[src/hw/rtl/cdsu_pkg.sv]
// Shared types, constants and calendar helpers for the calendar date step unit.
// No dependencies; imported by cdsu_dow and calendar_date_step_unit.
package cdsu_pkg;

  localparam int YEAR_W   = 14;
  localparam int MONTH_W  = 4;
  localparam int DAY_W    = 5;
  localparam int HOUR_W   = 5;
  localparam int MINUTE_W = 6;
  localparam int SECOND_W = 6;
  localparam int OP_W     = 3;
  localparam int WDAY_W   = 3;
  localparam int MLEN_W   = 5;

  localparam int IN_DATA_W  = 40;
  localparam int OUT_DATA_W = 48;

  typedef logic [YEAR_W-1:0]   year_t;
  typedef logic [MONTH_W-1:0]  month_t;
  typedef logic [DAY_W-1:0]    day_t;
  typedef logic [HOUR_W-1:0]   hour_t;
  typedef logic [MINUTE_W-1:0] minute_t;
  typedef logic [SECOND_W-1:0] second_t;
  typedef logic [OP_W-1:0]     op_t;
  typedef logic [WDAY_W-1:0]   wday_t;

  typedef struct packed {
    year_t  y;
    month_t m;
    day_t   d;
  } date_t;

  typedef struct packed {
    hour_t   hh;
    minute_t mm;
    second_t ss;
  } hms_t;

  typedef struct packed {
    logic a;
    logic b;
  } dow_en_t;

  localparam op_t OP_NEXT_DAY   = 3'd0;
  localparam op_t OP_PREV_DAY   = 3'd1;
  localparam op_t OP_NEXT_MONTH = 3'd2;
  localparam op_t OP_PREV_MONTH = 3'd3;
  localparam op_t OP_WEEK_START = 3'd4;
  localparam op_t OP_NEXT_WEEK  = 3'd5;
  localparam op_t OP_WEEK_END   = 3'd6;
  localparam op_t OP_QUERY      = 3'd7;

  localparam year_t  YEAR_FIRST = 14'd1;
  localparam year_t  YEAR_LAST  = 14'd9999;
  localparam month_t MON_JAN    = 4'd1;
  localparam month_t MON_FEB    = 4'd2;
  localparam month_t MON_MAR    = 4'd3;
  localparam month_t MON_DEC    = 4'd12;
  localparam wday_t  WD_SUNDAY  = 3'd0;

  localparam hour_t   END_HOUR   = 5'd23;
  localparam minute_t END_MINUTE = 6'd59;
  localparam second_t END_SECOND = 6'd59;

  // floor(y / 100) = (y * 5243) >> 19 for every 14-bit y
  localparam int          DIV100_SHIFT = 19;
  localparam int          DIV100_MUL_W = 13;
  localparam int          PROD_W       = YEAR_W + DIV100_MUL_W;
  localparam int          Q100_W       = 8;
  localparam logic [12:0] DIV100_MUL   = 13'd5243;

  function automatic day_t month_days(input month_t m, input logic leap);
    day_t n;
    if (m inside {4'd4, 4'd6, 4'd9, 4'd11}) begin
      n = 5'd30;
    end else if (m == MON_FEB) begin
      n = leap ? 5'd29 : 5'd28;
    end else begin
      n = 5'd31;
    end
    return n;
  endfunction

  function automatic logic [2:0] month_offset(input month_t m);
    logic [2:0] o;
    case (m)
      4'd1:    o = 3'd0;
      4'd2:    o = 3'd3;
      4'd3:    o = 3'd2;
      4'd4:    o = 3'd5;
      4'd5:    o = 3'd0;
      4'd6:    o = 3'd3;
      4'd7:    o = 3'd5;
      4'd8:    o = 3'd1;
      4'd9:    o = 3'd4;
      4'd10:   o = 3'd6;
      4'd11:   o = 3'd2;
      4'd12:   o = 3'd4;
      default: o = 3'd0;
    endcase
    return o;
  endfunction

  // 8 is 1 mod 7: fold octal digits twice, then one subtract
  function automatic logic [2:0] mod7(input logic [15:0] x);
    logic [5:0] s1;
    logic [3:0] s2;
    s1 = 6'(x[2:0]) + 6'(x[5:3]) + 6'(x[8:6]) + 6'(x[11:9]) + 6'(x[14:12]) + 6'(x[15]);
    s2 = 4'(s1[5:3]) + 4'(s1[2:0]);
    if (s2 >= 4'd7) begin
      s2 = s2 - 4'd7;
    end
    return s2[2:0];
  endfunction

endpackage

[src/hw/rtl/cdsu_dow.sv]
// Two-stage weekday unit (Sakamoto), 0 is Sunday.
// Depends on cdsu_pkg; stage loads are driven by the caller's pipeline control.
module cdsu_dow import cdsu_pkg::*; (
  input  logic    clk,
  input  dow_en_t en,
  input  year_t   year,
  input  month_t  month,
  input  day_t    day,
  output wday_t   wday
);

  year_t             ya_c;
  logic [PROD_W-1:0] prod;
  year_t             ya;
  logic [Q100_W-1:0] q100;
  logic [5:0]        od;
  logic [15:0]       sum;

  assign ya_c = year - YEAR_W'(month < MON_MAR);
  assign prod = PROD_W'(ya_c) * PROD_W'(DIV100_MUL);
  assign sum  = 16'(ya) + 16'(ya[YEAR_W-1:2]) - 16'(q100) + 16'(q100[Q100_W-1:2]) + 16'(od);

  always_ff @(posedge clk) begin
    if (en.a) begin
      ya   <= ya_c;
      q100 <= prod[PROD_W-1:DIV100_SHIFT];
      od   <= 6'(month_offset(month)) + 6'(day);
    end
    if (en.b) begin
      wday <= mod7(sum);
    end
  end

endmodule

[src/hw/rtl/calendar_date_step_unit.sv]
// Calendar date step unit: steps a Gregorian date by day, month or week and
// reports weekday and month length. Depends on cdsu_pkg and cdsu_dow.
//
// One transfer is accepted every clock cycle unless every stage is held. The six
// register stages are the weekday unit on the input date (two stages, with the
// leap year test beside it), the date step split over two stages (week start,
// then next week start and week end), and the weekday unit on the result date
// (two stages, the last being the output register). A held output stalls only the
// stages behind it; empty stages keep filling. Input dates outside years 1 to
// 9999 or months 1 to 12 or with day 0, and steps that leave years 1 to 9999 echo
// the input with the error flag set and zero weekday and month length.
module calendar_date_step_unit import cdsu_pkg::*; (
  input  logic                  clk,
  input  logic                  rst,
  input  logic                  s_axis_tvalid,
  output logic                  s_axis_tready,
  // in_year, in_month, in_day, in_hour, in_minute, in_second
  input  logic [IN_DATA_W-1:0]  s_axis_tdata,
  // op
  input  logic [OP_W-1:0]       s_axis_tuser,
  output logic                  m_axis_tvalid,
  input  logic                  m_axis_tready,
  // out_year, out_month, out_day, out_hour, out_minute, out_second, weekday, month_length
  output logic [OUT_DATA_W-1:0] m_axis_tdata,
  // range_error
  output logic                  m_axis_tuser
);

  logic v1, v2, v3, v4, v5, v6;
  logic rdy1, rdy2, rdy3, rdy4, rdy5, rdy6;
  logic en1, en2, en3, en4, en5, en6;

  date_t             in_c;
  hms_t              in_t;
  logic              in_err;
  logic [PROD_W-1:0] in_prod;

  op_t               s1_op;
  date_t             s1_c;
  hms_t              s1_t;
  logic              s1_err;
  logic [Q100_W-1:0] s1_q100;

  year_t             hund;
  logic [6:0]        r100;
  logic              leap_next;

  op_t   s2_op;
  date_t s2_c;
  hms_t  s2_t;
  logic  s2_err;
  logic  s2_leap;
  wday_t wd_in;

  month_t pm;
  day_t   dim_m;
  day_t   dim_pm;
  logic [2:0] k;
  date_t  r3_next;
  logic   err3_next;
  day_t   dims_next;

  op_t   s3_op;
  date_t s3_c;
  hms_t  s3_t;
  logic  s3_err;
  logic  s3_leap;
  date_t s3_r;
  day_t  s3_dims;

  month_t     nm;
  year_t      ny;
  logic       cross_err;
  logic [5:0] t7;
  date_t      nws;
  logic       nws_err;
  date_t      we;
  date_t      r4_next;
  hms_t       t4_next;
  logic       err4_next;
  day_t       mlen4_next;

  date_t r4;
  hms_t  t4;
  logic  err4;
  day_t  mlen4;

  date_t r5;
  hms_t  t5;
  logic  err5;
  day_t  mlen5;

  date_t r6;
  hms_t  t6;
  logic  err6;
  day_t  mlen6;
  wday_t wd_out;

  // handshake: a stage can load when it is empty or the one ahead can load
  assign rdy6 = !v6 || m_axis_tready;
  assign rdy5 = !v5 || rdy6;
  assign rdy4 = !v4 || rdy5;
  assign rdy3 = !v3 || rdy4;
  assign rdy2 = !v2 || rdy3;
  assign rdy1 = !v1 || rdy2;

  assign en1 = rdy1 && s_axis_tvalid;
  assign en2 = rdy2 && v1;
  assign en3 = rdy3 && v2;
  assign en4 = rdy4 && v3;
  assign en5 = rdy5 && v4;
  assign en6 = rdy6 && v5;

  assign s_axis_tready = rdy1;
  assign m_axis_tvalid = v6;

  always_ff @(posedge clk) begin
    if (rst) begin
      v1 <= 1'b0;
      v2 <= 1'b0;
      v3 <= 1'b0;
      v4 <= 1'b0;
      v5 <= 1'b0;
      v6 <= 1'b0;
    end else begin
      if (rdy1) v1 <= s_axis_tvalid;
      if (rdy2) v2 <= v1;
      if (rdy3) v3 <= v2;
      if (rdy4) v4 <= v3;
      if (rdy5) v5 <= v4;
      if (rdy6) v6 <= v5;
    end
  end

  // stage 1: unpack, check, divide year by 100
  assign in_c.y  = s_axis_tdata[13:0];
  assign in_c.m  = s_axis_tdata[17:14];
  assign in_c.d  = s_axis_tdata[22:18];
  assign in_t.hh = s_axis_tdata[27:23];
  assign in_t.mm = s_axis_tdata[33:28];
  assign in_t.ss = s_axis_tdata[39:34];

  assign in_err  = (in_c.y < YEAR_FIRST) || (in_c.y > YEAR_LAST) || (in_c.m < MON_JAN)
                || (in_c.m > MON_DEC) || (in_c.d == '0);
  assign in_prod = PROD_W'(in_c.y) * PROD_W'(DIV100_MUL);

  always_ff @(posedge clk) begin
    if (en1) begin
      s1_op   <= s_axis_tuser;
      s1_c    <= in_c;
      s1_t    <= in_t;
      s1_err  <= in_err;
      s1_q100 <= in_prod[PROD_W-1:DIV100_SHIFT];
    end
  end

  cdsu_dow u_dow_in (
    .clk   (clk),
    .en    (dow_en_t'{a: en1, b: en2}),
    .year  (in_c.y),
    .month (in_c.m),
    .day   (in_c.d),
    .wday  (wd_in)
  );

  // stage 2: leap year rule
  assign hund      = YEAR_W'(s1_q100) * YEAR_W'(7'd100);
  assign r100      = 7'(s1_c.y - hund);
  assign leap_next = ((s1_c.y[1:0] == 2'b00) && (r100 != '0))
                  || ((r100 == '0) && (s1_q100[1:0] == 2'b00));

  always_ff @(posedge clk) begin
    if (en2) begin
      s2_op   <= s1_op;
      s2_c    <= s1_c;
      s2_t    <= s1_t;
      s2_err  <= s1_err;
      s2_leap <= leap_next;
    end
  end

  // stage 3: day and month steps, week start
  assign pm     = (s2_c.m == MON_JAN) ? MON_DEC : s2_c.m - 4'd1;
  assign dim_m  = month_days(s2_c.m, s2_leap);
  assign dim_pm = month_days(pm, s2_leap);
  assign k      = (wd_in == WD_SUNDAY) ? 3'd6 : wd_in - 3'd1;

  always_comb begin
    r3_next   = s2_c;
    err3_next = s2_err;
    dims_next = dim_m;
    if (!s2_err) begin
      case (s2_op)
        OP_NEXT_DAY: begin
          if (s2_c.d >= dim_m) begin
            r3_next.d = 5'd1;
            if (s2_c.m == MON_DEC) begin
              r3_next.m = MON_JAN;
              if (s2_c.y == YEAR_LAST) err3_next = 1'b1;
              else r3_next.y = s2_c.y + 14'd1;
            end else begin
              r3_next.m = s2_c.m + 4'd1;
            end
          end else begin
            r3_next.d = s2_c.d + 5'd1;
          end
        end
        OP_PREV_DAY: begin
          if (s2_c.d == 5'd1) begin
            r3_next.m = pm;
            r3_next.d = dim_pm;
            if (s2_c.m == MON_JAN) begin
              if (s2_c.y == YEAR_FIRST) err3_next = 1'b1;
              else r3_next.y = s2_c.y - 14'd1;
            end
          end else begin
            r3_next.d = s2_c.d - 5'd1;
          end
        end
        OP_NEXT_MONTH: begin
          if (s2_c.m == MON_DEC) begin
            r3_next.m = MON_JAN;
            if (s2_c.y == YEAR_LAST) err3_next = 1'b1;
            else r3_next.y = s2_c.y + 14'd1;
          end else begin
            r3_next.m = s2_c.m + 4'd1;
          end
        end
        OP_PREV_MONTH: begin
          if (s2_c.m == MON_JAN) begin
            r3_next.m = MON_DEC;
            if (s2_c.y == YEAR_FIRST) err3_next = 1'b1;
            else r3_next.y = s2_c.y - 14'd1;
          end else begin
            r3_next.m = s2_c.m - 4'd1;
          end
        end
        OP_WEEK_START, OP_NEXT_WEEK, OP_WEEK_END: begin
          if (s2_c.d > 5'(k)) begin
            r3_next.d = s2_c.d - 5'(k);
          end else begin
            r3_next.m = pm;
            r3_next.d = dim_pm - (5'(k) - s2_c.d);
            dims_next = dim_pm;
            if (s2_c.m == MON_JAN) begin
              if (s2_c.y == YEAR_FIRST) err3_next = 1'b1;
              else r3_next.y = s2_c.y - 14'd1;
            end
          end
        end
        default: begin
        end
      endcase
    end
  end

  always_ff @(posedge clk) begin
    if (en3) begin
      s3_op   <= s2_op;
      s3_c    <= s2_c;
      s3_t    <= s2_t;
      s3_err  <= err3_next;
      s3_leap <= s2_leap;
      s3_r    <= r3_next;
      s3_dims <= dims_next;
    end
  end

  // stage 4: next week start and week end from the week start, error echo
  assign nm        = (s3_r.m == MON_DEC) ? MON_JAN : s3_r.m + 4'd1;
  assign ny        = (s3_r.m == MON_DEC) ? s3_r.y + 14'd1 : s3_r.y;
  assign cross_err = (s3_r.m == MON_DEC) && (s3_r.y == YEAR_LAST);
  assign t7        = 6'(s3_r.d) + 6'd7;

  always_comb begin
    nws_err = 1'b0;
    if (t7 <= 6'(s3_dims)) begin
      nws.y = s3_r.y;
      nws.m = s3_r.m;
      nws.d = t7[DAY_W-1:0];
    end else begin
      nws.y   = ny;
      nws.m   = nm;
      nws_err = cross_err;
      if (s3_r.d > s3_dims) nws.d = s3_r.d - s3_dims;
      else nws.d = 5'(t7 - 6'(s3_dims));
    end
    if (nws.d == 5'd1) begin
      we.y = s3_r.y;
      we.m = s3_r.m;
      we.d = s3_dims;
    end else begin
      we.y = nws.y;
      we.m = nws.m;
      we.d = nws.d - 5'd1;
    end
  end

  always_comb begin
    r4_next   = s3_r;
    t4_next   = s3_t;
    err4_next = s3_err;
    case (s3_op)
      OP_WEEK_START: begin
        t4_next = '0;
      end
      OP_NEXT_WEEK: begin
        r4_next   = nws;
        err4_next = s3_err || nws_err;
        t4_next   = '0;
      end
      OP_WEEK_END: begin
        r4_next   = we;
        err4_next = s3_err || nws_err;
        t4_next   = '{hh: END_HOUR, mm: END_MINUTE, ss: END_SECOND};
      end
      default: begin
      end
    endcase
    if (err4_next) begin
      r4_next    = s3_c;
      t4_next    = s3_t;
      mlen4_next = '0;
    end else begin
      mlen4_next = month_days(r4_next.m, s3_leap);
    end
  end

  always_ff @(posedge clk) begin
    if (en4) begin
      r4    <= r4_next;
      t4    <= t4_next;
      err4  <= err4_next;
      mlen4 <= mlen4_next;
    end
  end

  // stages 5 and 6: weekday of the result, output register
  cdsu_dow u_dow_out (
    .clk   (clk),
    .en    (dow_en_t'{a: en5, b: en6}),
    .year  (r4.y),
    .month (r4.m),
    .day   (r4.d),
    .wday  (wd_out)
  );

  always_ff @(posedge clk) begin
    if (en5) begin
      r5    <= r4;
      t5    <= t4;
      err5  <= err4;
      mlen5 <= mlen4;
    end
    if (en6) begin
      r6    <= r5;
      t6    <= t5;
      err6  <= err5;
      mlen6 <= mlen5;
    end
  end

  assign m_axis_tdata = {mlen6, (err6 ? WD_SUNDAY : wd_out), t6.ss, t6.mm, t6.hh,
                         r6.d, r6.m, r6.y};
  assign m_axis_tuser = err6;

  a_result_sane: assert property (@(posedge clk) disable iff (rst)
    (v6 && !err6) |-> ((mlen6 >= 5'd28) && (mlen6 <= 5'd31) && (wd_out <= 3'd6)
                       && (r6.d != '0) && (r6.m >= MON_JAN) && (r6.m <= MON_DEC)))
    else $error("result date out of range without error flag");

  a_empty_accepts: assert property (@(posedge clk) disable iff (rst)
    !v1 |-> s_axis_tready)
    else $error("input refused with first stage empty");

  a_full_stalls: assert property (@(posedge clk) disable iff (rst)
    (v1 && v2 && v3 && v4 && v5 && v6 && !m_axis_tready) |-> !s_axis_tready)
    else $error("input taken while every stage is held");

endmodule

[config.mk]
export PLATFORM = sky130hd
export DESIGN_NAME = calendar_date_step_unit
export DESIGN_NICKNAME = d
export VERILOG_FILES = /design/src/hw/rtl/cdsu_pkg.sv /design/src/hw/rtl/cdsu_dow.sv /design/src/hw/rtl/calendar_date_step_unit.sv
export SDC_FILE = /design/constraint.sdc
export NUM_CORES = 1
export LEC_CHECK = 0
export BUFFER_PORTS_ARGS = -buffer_cell sky130_fd_sc_hd__buf_2
export CORE_MARGIN = 8
export CORE_UTILIZATION = 60
export CTS_CLUSTER_DIAMETER = 50
export DETAILED_ROUTE_END_ITERATION = 10
export GPL_TIMING_DRIVEN = 0
export PLACE_DENSITY = 0.74
export SYNTH_ARGS = -nofsm -noshare
export SYNTH_HDL_FRONTEND = slang
export SYNTH_SLANG_ARGS = --single-unit
[constraint.sdc]
create_clock -name clk -period 12.5 [get_ports clk]
set_clock_uncertainty 0.05 [all_clocks]
set_input_delay 0.625 -clock clk [delete_from_list [all_inputs] [get_ports clk]]
set_output_delay 0.625 -clock clk [all_outputs]
set_load 0.01 [all_outputs]
# Yosys cells after proc, flatten, opt, wreduce, memory -nomap -nowiden
# Memories as Yosys holds them, arrays and structs flattened. A register that Yosys moved wholly into a read port is not among the register bits.
# Cells that the tools add are included.
# Widths: inputs -> output; s select.
[op_classes]
n_eq_ne = 32
mux = 52
multipliers = 4
add_sub_neg = 43
reduce_logical = 41
magnitude_cmp = 12
[ops]
columns = ["op", "count"]
rows = [
  ["$mux 23", 4],
  ["$pmux 18 s5", 1],
  ["$mul 14x13->27 const B", 3],
  ["$mux 14", 5],
  ["$add 16x6->16", 4],
  ["$mux 18", 3],
  ["$pmux 23 s2", 1],
  ["$add 6x3->6", 6],
  ["$mux 5", 7],
  ["$pmux 17 s2", 1],
  ["$eq 4x4->1 const B", 8],
  ["$sub 16x8->16", 2],
  ["$add 14x12->15", 2],
  ["$add 14x1->14 const B", 2],
  ["$eq 14x14->1 const B", 2],
  ["$sub 14x1->14", 2],
  ["$eq 4x3->1 const B", 6],
  ["$eq 3x3->1 const B", 6],
  ["$mux 3", 6],
  ["$mux 17", 1],
  ["$add 3x3->4", 4],
  ["$mux 4", 4],
  ["$pmux 5 s3", 1],
  ["$sub 5x5->5", 3],
  ["other kinds (44)", 100],
]
[totals]
word_cells = 256
mem_count = 2
register_bits = 376
rom_bits = 96
out_inout_bits = 51
input_bits = 47
[mem_list]
columns = ["memory", "words", "word_bits", "read_ports", "rd_ports_with_merged_regs", "write_ports", "line_no", "rtl"]
rows = [
  ["(no name shown)", 16, 3, 1, 0, 0, "cdsu_pkg.sv:86", "case (m)"],
  ["(no name shown)", 16, 3, 1, 1, 0, "cdsu_pkg.sv:86", ""],
]

# Logic depth before layout (Yosys ltp)
# Gate-level depths: netlist of run 1.
[logic_depth]
depth_word = 12
mapped_depth = 34
mapped_depth_nobuf = 34

# By module
# A second synthesis of run 1 with hierarchy kept.
[unflattened]
hier_cells = 2625
area_unflattened_um2 = 29971.2
[by_module_without_submodules]
columns = ["mod", "area_each_um2", "seq_area_each_um2", "cells_each", "instances"]
rows = [
  ["calendar_date_step_unit", 16535.9, 9008.6, 1300, 1],
  ["cdsu_dow (u_dow_in)", 6747.7, 930.9, 666, 1],
  ["cdsu_dow (u_dow_out)", 6687.7, 930.9, 659, 1],
]

# Worst setup path after synthesis of run 1
# No wires, ideal clock.
[synth_path]
path_kind = "input-to-reg"
from = "input s_axis_tdata[14]"
to = "register u_dow_in.q100[7], data pin"
t_arrival_ns = 7.210
t_required_ns = 12.190
path_slack_ns = 4.980
setup_time_ns = 0.260
stages = 25
path_buffers = 0
cell_sequence = "ha_1 nor3_1 ha_1 inv_1 a21boi_0 nand3_1 a21boi_0 o21ai_0 xnor2_1 inv_1 fa_1 inv_1 ha_1 fa_1 fa_1 fa_1 ha_1 a2111oi_0 o311a_1 a21oi_1 a21oi_1 o21ai_0 or4_1 a31oi_1 xnor2_1"
[synth_between]
elab_chain_cells = 3
[synth_rtl]
columns = ["item", "line_no", "rtl"]
rows = [
  ["start, declared", "calendar_date_step_unit.sv:18", "input logic [IN_DATA_W-1:0] s_axis_tdata,"],
  ["$lt 4x2->1", "cdsu_dow.sv:19", "assign ya_c = year - YEAR_W'(month < MON_MAR);"],
  ["$sub 14x1->14", "cdsu_dow.sv:19", ""],
  ["via u_dow_in.ya_c[11]", "cdsu_dow.sv:12", "year_t ya_c;"],
  ["$mul 14x13->27", "cdsu_dow.sv:20", "assign prod = PROD_W'(ya_c) * PROD_W'(DIV100_MUL);"],
  ["via u_dow_in.prod[26]", "cdsu_dow.sv:13", "logic [PROD_W-1:0] prod;"],
  ["end signal, assigned", "cdsu_dow.sv:26", "q100 <= prod[PROD_W-1:DIV100_SHIFT];"],
  ["end, declared", "cdsu_dow.sv:15", "logic [Q100_W-1:0] q100;"],
]
# The timed path passes the listed nets, and every way through them passes these cells.
# A chain may end at the register's enable or synchronous reset.

# Final worst setup path of run 1
[layout_path]
from = "input s_axis_tdata[15]"
to = "register u_dow_in.q100[7], data pin"
# The elaborated chain is that of the path after synthesis.

==> flow_summary.ini, run 1 <==
[outcome]
run_status = finished, final reports clean

[synthesis]
mappedNetlistArea_mm2 = 0.0299
yosysWarningCount = 0
synth_enable_flop_cells = 358
synthCells = 2641
synth-seq-area-share_pct = 36.6
library_cells_used_by_synthesis = 82
yosys_most_used_dff = edfxtp_1
synth.ff_latch_count = 367
post_synthesis_net_count = 3385
synth-async-reset-ratio_pct = 0
avg_inst_size_synth_um2 = 11.3

[worst_setup_path]
path_max_fanout = 6
worst-setup-path-type = in -> reg
critPathArrivalTime_ps = 8640
critPathRequiredTime_ps = 12730
cp-end-kind = register
critical_path.startpoint_type = input pin

[global_routing]
largest_net_degree_at_the_start_of_global_routing = 51
groute.usage.overall_pct = 21.6
vias_in_the_first_global_route = 20100
gr_layer_usage_met2_pct = 37.8
first_pass_grt_wire_length_um = 99900
grt_overflow_total = 0
grt_most_used_layer = met2
grt_antenna_before_repair = 0
global_route.usage.met3_pct = 3.05
global_route.usage.met1_pct = 27.2

[cells_and_area]
mostFrequentLayoutCell = inv_1
area_growth_pct = 9.47
post_route_cells_drive_above_1_share_pct = 7.34
instances_no_fill = 3483
insertedDiodeCount = 0
layout_common_cells = inv_1 (507), ha_1 (458), edfxtp_1 (358), fa_1 (239), nand2_1 (128)
design.final.nets = 3532

[clocking]
path_clk_slew_ps = 60
htreeDepth = 2
post_cts_resized = 0
cts_tree = yes
buffers_inserted_during_post_cts_setup_optimization = 0
cts.sinks = 367
holdBufCountCts = 0
clockBufferDepth = 3
cts-buffers-inserted = 40
clkLatencyLatePin_ps = 550
cts_root_buf = clkbuf_16

[die]
core_area_mm2 = 0.0491
initial_core_util_pct = 60.9
die_width_um = 239
floorplan.die.height_um = 239
io_pins = 98
num_rows = 81
floorplan.die_area_mm2 = 0.0572

[sta]
finalMaxSlewViolations = 0
slew-limit-headroom_pct = 11.9
hold_violation_total_from_the_final_report = 0
finalSetupViolations = 0
unrepaired_setup_endpoints_after_global_routing = no
finalCriticalPeriod_ps = 8400
final_layout_worst_hold_slack_ps = 191
final.setup.tns_ps = 0
post-route-period-util_pct = 67.2
timing_worst_slew_pin_value_ps = 1310
fmax_ghz = 0.119

[placed_design]
post-place-cells = 3410
global_placer_s_final_weighted_congestion = 0.902
detailed_place_hpwl_um = 50000
number_of_input_and_output_port_buffers_inserted = 97

[job]
max_cap_viol_count = 0

[detailed_routing]
detail_route.first_pass.iterations = 5
drt_wl_total_um = 61000
detailedRoute.firstIterationViolations = 1069
vias_after_detailed_routing = 19300
post_drt_via_cell_ratio = 5.54
wl_per_cell_um = 17.5
detail-route-antenna-nets = 0
detail_route.drc_violations = 0

[min_path]
hold_path_class = in -> reg
[cells by family after synthesis]
logic type      count (synthesis)  share of synthesized area, %
simple gates                  484                          8.03
compound gates                391                          8.53
buf+inv                       544                          6.90
fa+ha+maj                     697                          35.2
flops                         367                          36.6
xor+xnor                      142                          4.16
mux                            16                         0.557
[critical path, cell delays in order]
cell and delay, ps:
buf_2 150, ha_1 190, nor3_1 130, ha_1 190
inv_1 40, a21boi_0 350, nand3_1 190, a21boi_0 420
o21ai_0 200, xnor2_1 790, inv_1 290, fa_1 580
inv_1 40, ha_1 290, fa_1 500, fa_1 530
fa_1 500, ha_1 330, a2111oi_0 590, o311a_1 260
a21oi_1 130, a21oi_1 300, o21ai_0 220, or4_1 490
a31oi_1 220, xnor2_1 80
[through the flow]
stage / instance area [um2] / setup slack, ps / utilization (%)
2_1_floorplan: 29900 / 4980 / -
3_3_place_gp: 31200 / 3490 / 63.6
3_5_place_dp: 31400 / 3480 / 64.0
4_1_cts: 32700 / 4020 / 66.6
5_1_grt: 32700 / 3460 / 66.6
6_report: 32700 / 4100 / 66.6
[path summary, 6_finish.rpt]
check | from | endpoint | slack, ps | depth (start not counted)
setup reg to reg | u_dow_in.ya[2] | u_dow_in.wday[1] | 4490 | 31
hold reg to reg | r5[13] | m_axis_tdata[4] | 360 | 0
hold / removal | s_axis_tdata[30] | s1_t[8] | 190 | 1
setup / recovery | s_axis_tdata[15] | u_dow_in.q100[7] | 4100 | 26
[state kept, by name (all words and copies together) (netlist names), 23 cells and up, named ones only]
register,count
m_axis_tdata,40
r4,23
r5,23
s1_c,23
s2_c,23
s3_c,23
s3_r,23
[metal layers]
metal	part of all wire (%)	vias up
met4	3.5	0
met5	0	-
met1	42	9397
met3	5.1	123
li1	-	9320
met2	49	452
[synthesized netlist by cell type (5+ instances only)]
cell / instances / area share (%)
nor3b_1: 6 / 0.15
nor3_1: 30 / 0.50
o21a_1: 6 / 0.15
a31oi_1: 15 / 0.31
a21oi_1: 113 / 1.9
nand4_1: 16 / 0.34
a221oi_1: 6 / 0.18
nand2b_1: 28 / 0.59
xnor2_1: 94 / 2.8
ha_1: 458 / 19
a211oi_1: 13 / 0.33
nand3b_1: 5 / 0.13
o22ai_1: 7 / 0.15
mux2i_1: 11 / 0.37
a21boi_0: 16 / 0.40
or4_1: 7 / 0.18
or3_1: 14 / 0.29
clkbuf_1: 29 / 0.36
and2_1: 18 / 0.38
a21o_1: 39 / 0.98
nand2_1: 128 / 1.6
a211o_1: 5 / 0.15
xor2_1: 48 / 1.4
nor2_1: 116 / 1.5
o31a_1: 8 / 0.23
dfxtp_1: 9 / 0.60
o21bai_1: 5 / 0.13
inv_1: 507 / 6.4
nor2b_1: 26 / 0.54
a31o_2: 5 / 0.15
mux2_2: 5 / 0.19
edfxtp_1: 358 / 36
o21ai_0: 87 / 1.5
nand3_1: 32 / 0.54
or2_2: 8 / 0.17
nor4_1: 11 / 0.23
and3_1: 26 / 0.54
fa_1: 239 / 16
o211ai_1: 10 / 0.25
[layout make-up]
| class | count | area [um2] |
|---|---|---|
| multi-input combinational | 1730 | 16900 |
| fill | 3624 | 16400 |
| sequential | 367 | 10900 |
| inverter | 510 | 1920 |
| clock buffer | 45 | 1020 |
| tap | 664 | 831 |
| timing repair buffer | 105 | 646 |
| clock inverter | 28 | 283 |
| buffer | 34 | 148 |
Power of run 1 is not shown: default switching activity piles up to over one toggle a cycle in this logic, so the estimate is an artifact.
==> run 2: changes to the inputs <==
clock period = 8 ns   (was 12.5 ns; I/O delays follow)
==> run 2 against run 1 <==
  * Worst hold slack worse by 160 ps
  * First-iteration DRC count fell by 3.9%
  * Cell area rose by 1.1%
  * Utilization up 0.76 points
  * Die area unchanged
==> flow_summary.ini, run 2 (synthesis results as in run 1) <==
[die]
floorplan.die_area_mm2 = 0.0572
io_pins = 98
num_rows = 81
core_area_mm2 = 0.0491
die_width_um = 239
floorplan.die.height_um = 239
initial_core_util_pct = 60.9

[worst_setup_path]
rr_worst_depth = 31
max_stage_delay_ps = 530
path_max_fanout = 3
crit-reg2reg-capture = u_dow_in.wday[1]
critPathRequiredTime_ps = 8230
cp-end-kind = register
worst-setup-path-type = reg -> reg
reg2reg_setup_slack_ps = 280
crit_top_cell = fa_1
critPathArrivalTime_ps = 7950
critical_path.startpoint_type = register
worst_r2r_startpoint = u_dow_in.ya[2]
critPathSlowestCell = fa_1

[clocking]
htreeDepth = 2
cts_root_buf = clkbuf_16
cts-buffers-inserted = 40
clockBufferDepth = 3
cts_tree = yes
cts.sinks = 367
path_clk_slew_ps = 60
clkLatencyLatePin_ps = 550

[detailed_routing]
wl_per_cell_um = 17.5
post_drt_via_cell_ratio = 5.55
drt_wl_total_um = 61500
detail-route-antenna-nets = 0
detailedRoute.firstIterationViolations = 1027
detail_route.first_pass.iterations = 5
detail_route.drc_violations = 0
vias_after_detailed_routing = 19500

[outcome]
run_status = finished, final reports clean

[cells_and_area]
design.final.nets = 3558
multiInputGateArea_mm2 = 0.0171
ff_latch_area_mm2 = 0.0109
layout_common_cells = inv_1 (507), ha_1 (455), edfxtp_1 (358), fa_1 (237), nand2_1 (128)
insertedDiodeCount = 0
mostFrequentLayoutCell = inv_1
instances_no_fill = 3509
area_growth_pct = 10.7
post_route_cells_drive_above_1_share_pct = 8.44
fillerInstances = 3590
largest_register_ffs = 40

[sta]
hold_violation_total_from_the_final_report = 0
slew-limit-headroom_pct = 16.5
finalMaxSlewViolations = 0
unrepaired_setup_endpoints_after_global_routing = yes
finalSetupViolations = 0
fmax_ghz = 0.130
timing_worst_slew_pin_value_ps = 1240
finalCriticalPeriod_ps = 7720
timing.final.ws_setup_ps = 278
post-route-period-util_pct = 96.5

[global_routing]
groute.usage.overall_pct = 21.6
first_pass_grt_wire_length_um = 100000
vias_in_the_first_global_route = 20300
grt_overflow_total = 0
grt_antenna_before_repair = 0
largest_net_degree_at_the_start_of_global_routing = 51

[min_path]
worstHoldStart = s_axis_tuser[0]
min_delay_worst_endpoint = s1_op[0]
whs_path_depth = 1
hold_path_class = in -> reg

[job]
max_cap_viol_count = 0

[placed_design]
post-place-cells = 3410
dp_worst_setup_slack_ps = -798
detailed_place_hpwl_um = 50000
number_of_input_and_output_port_buffers_inserted = 97
global_placer_s_final_weighted_congestion = 0.902
[run 2: cell count changes in the layout (fill, tap and decap cells not counted), moves of 3 or more]
| cell | previous run | this run |
|---|---|---|
| xnor2_2 | 0 | 7 |
| o21ai_0 | 87 | 80 |
| a21boi_1 | 0 | 4 |
| xnor2_1 | 94 | 87 |
| a21oi_1 | 113 | 106 |
| a21boi_0 | 15 | 10 |
| o21ai_1 | 1 | 7 |
| ha_1 | 458 | 455 |
| a21oi_2 | 2 | 9 |
| buf_4 | 3 | 12 |
| dlygate4sd3_1 | 0 | 17 |
[run 2: stage by stage]
step                      utilization [%]  cell area, um2  TNS [ps]  hold slack [ps]
final                                67.4           33100         0             34.6
after global routing                 67.4           33100     -77.8             9.64
after CTS                            67.0           32900         0             5.51
after detailed placement             64.0           31400     -2450              355
after global placement               63.6           31200     -2350              350
after floorplan                         -           29900         0              350
[run 2: final cells by class]
type / count / area share [%]
Buffer: 34 / 0.447
Multi-Input combinational cell: 1730 / 51.6
Timing Repair Buffer: 131 / 2.67
Clock buffer: 45 / 3.08
Inverter: 510 / 5.79
Tap cell: 664 / 2.51
Clock inverter: 28 / 0.855
Sequential cell: 367 / 33.1
[run 2: worst max-delay path by stage]
stage | start | endpoint | slack [ps]
6_report | u_dow_in.ya[2] | u_dow_in.wday[1] | 280
5_1_grt | u_dow_in.ya[2] | u_dow_in.wday[1] | -70
4_1_cts | u_dow_in.ya[2] | u_dow_in.wday[1] | 30
3_5_place_dp | s_axis_tdata[14] | u_dow_in.q100[7] | -800
3_3_place_gp | s_axis_tdata[14] | u_dow_in.q100[7] | -790
2_1_floorplan | u_dow_in.ya[2] | u_dow_in.wday[1] | 580
[run 2: metal layers]
| layer | global-route usage [%] | vias to the layer above | share of wire [%] |
|---|---|---|---|
| li1 | - | 9379 | - |
| met1 | 27.1 | 9474 | 42 |
| met2 | 38.0 | 495 | 50 |
| met3 | 3.08 | 125 | 5.1 |
| met4 | 7.66 | 0 | 3.4 |
| met5 | 0 | - | 0 |
[run 2: critical path: cells and delay by family (launching register included)]
kind,cells,cell delay [ps]
DFF,1,390
adders and majority gates,12,4160
xor gates and xnor gates,3,440
AOI/OAI and AO/OA,7,1120
buffers and inverters,5,290
muxes,1,340
and+or+nand+nor,3,650
[run 2: what timing repair did]
action / in CTS / in global routing
hold buffers: 17 / 0
endpoints found under the hold margin: 17 / 0
setup endpoints to repair: 3 / 12
setup buffers: 0 / 9
pin swaps: 0 / 15
gates resized for setup: 2 / 36
gates cloned: 0 / 0
Power of run 2 is left out for the same reason.
==> run 3: changes to the inputs <==
CAP_MARGIN = 20   (was default)
CELL_PAD_IN_SITES_DETAIL_PLACEMENT = 0   (was default)
CELL_PAD_IN_SITES_GLOBAL_PLACEMENT = 2   (was default)
CORE_UTILIZATION = 44   (was 60)
PLACE_DENSITY = 0.79   (was 0.74)
==> run 3 against run 2 <==
  * Cell count rose by 6.7%
  * Via count is 2.7% lower
  * Worst hold slack better by 7.5 ps
  * Utilization is 17 points lower
  * Setup slack better by 5.5 ps
  * Global-route usage decreased by 5.0 points
==> flow_summary.ini, run 3 (synthesis results as in run 1) <==
[worst_setup_path]
crit-reg2reg-capture = u_dow_in.wday[1]
cp-end-kind = register
path_max_fanout = 3
critical_path.startpoint_type = register
crit_top_cell = inv_1
max_stage_delay_ps = 550
reg2reg_setup_slack_ps = 280
worst_r2r_startpoint = u_dow_in.ya[2]
critPathRequiredTime_ps = 8260
critPathArrivalTime_ps = 7970
worst-setup-path-type = reg -> reg
critPathSlowestCell = fa_2
rr_worst_depth = 30

[detailed_routing]
detail-route-antenna-nets = 0
vias_after_detailed_routing = 19000
post_drt_via_cell_ratio = 5.06
detailedRoute.firstIterationViolations = 594
drt_wl_total_um = 63300
detail_route.first_pass.iterations = 5
wl_per_cell_um = 16.9
detail_route.drc_violations = 0

[die]
num_rows = 95
initial_core_util_pct = 44.5
die_width_um = 277
core_area_mm2 = 0.0672
floorplan.die.height_um = 277
floorplan.die_area_mm2 = 0.0765
io_pins = 98

[global_routing]
first_pass_grt_wire_length_um = 104000
largest_net_degree_at_the_start_of_global_routing = 51
vias_in_the_first_global_route = 20000
grt_overflow_total = 0
grt_antenna_before_repair = 1
groute.usage.overall_pct = 16.6

[cells_and_area]
postLayoutCoreUtil_pct = 50.2
design.final.nets = 3579
layout_common_cells = inv_1 (506), ha_1 (452), edfxtp_1 (358), fa_1 (233), nand2_1 (127)
mostFrequentLayoutCell = inv_1
post_route_cells_drive_above_1_share_pct = 9.47
largest_register_ffs = 40
area_growth_pct = 12.9

[sta]
finalSetupViolations = 0
hold_violation_total_from_the_final_report = 0
unrepaired_setup_endpoints_after_global_routing = yes
slew-limit-headroom_pct = 24.2
timing_worst_slew_pin_value_ps = 1130
finalMaxSlewViolations = 0
fmax_ghz = 0.130
finalCriticalPeriod_ps = 7720
post-route-period-util_pct = 96.5

[outcome]
run_status = finished, final reports clean

[placed_design]
number_of_input_and_output_port_buffers_inserted = 97
global_placer_s_final_weighted_congestion = 0.883
detailed_place_hpwl_um = 52200

[min_path]
whs_path_depth = 1
min_delay_worst_endpoint = s1_c[2]
worstHoldStart = s_axis_tdata[20]
hold_path_class = in -> reg

[clocking]
htreeDepth = 2
cts.sinks = 367
cts-buffers-inserted = 49
path_clk_slew_ps = 60
clockBufferDepth = 3
cts_tree = yes
cts_root_buf = clkbuf_16
clkLatencyLatePin_ps = 590

[job]
max_cap_viol_count = 0
==> run 3: what timing repair did <==
action | in CTS | in global routing
setup buffers | 3 | 8
endpoints found under the hold margin | 26 | 0
setup endpoints to repair | 5 | 9
hold buffers | 21 | 0
pin swaps | 3 | 29
gates resized for setup | 5 | 44
==> run 3: critical path, delay by kind of cell, from the launching register on <==
family	cells	cell delay [ps]
adder cells (fa/ha/maj)	9	3420
XOR/XNOR	2	310
multiplexers	1	310
buffers and inverters	5	320
AO/OA/AOI/OAI	10	1930
AND/OR/NAND/NOR	3	710
flip-flops	1	430
==> run 3: stage by stage <==
stage	setup TNS, ps	worst slack [ps]	area, um2	cells	hold WS, ps
2_1_floorplan	0	577	29900	2641	350
3_3_place_gp	-4530	-1140	31400	3611	351
3_5_place_dp	-5240	-1220	31700	3624	355
4_1_cts	0	10.1	33500	3735	9.51
5_1_grt	-200	-118	33700	3745	24.2
6_report	0	284	33700	3745	42.1
==> run 3: worst max-delay path by stage <==
stage / start / end / slack (ps) / cells past startpoint
global placement: s_axis_tdata[14] / u_dow_in.q100[7] / -1140 / 26
CTS: u_dow_in.ya[2] / u_dow_in.wday[1] / 10 / 31
floorplan: u_dow_in.ya[2] / u_dow_in.wday[1] / 580 / 31
global route: u_dow_out.ya[2] / u_dow_out.wday[1] / -120 / 32
detailed placement: s_axis_tdata[14] / u_dow_in.q100[7] / -1220 / 26
finish: u_dow_in.ya[2] / u_dow_in.wday[1] / 280 / 30
==> run 3: cell type report <==
class | count | area, um2
diodes | 1 | 2.50
plain buffers | 34 | 148
clock buffers | 55 | 1250
clock inverters | 32 | 289
fillers | 5926 | 33400
inverters | 510 | 1920
multi-input cells | 1730 | 17100
flip-flops and latches | 367 | 10900
well taps | 873 | 1090
repair buffers | 143 | 987
==> run 3: layer usage <==
metal / share of wire (%) / track usage (%) / up-vias
li1: - / - / 9408
met1: 42 / 19.8 / 9195
met2: 53 / 31.2 / 266
met3: 2.7 / 2.16 / 87
met4: 2.3 / 4.47 / 0
met5: 0 / 0 / -
Power of run 3 is left out for the same reason.
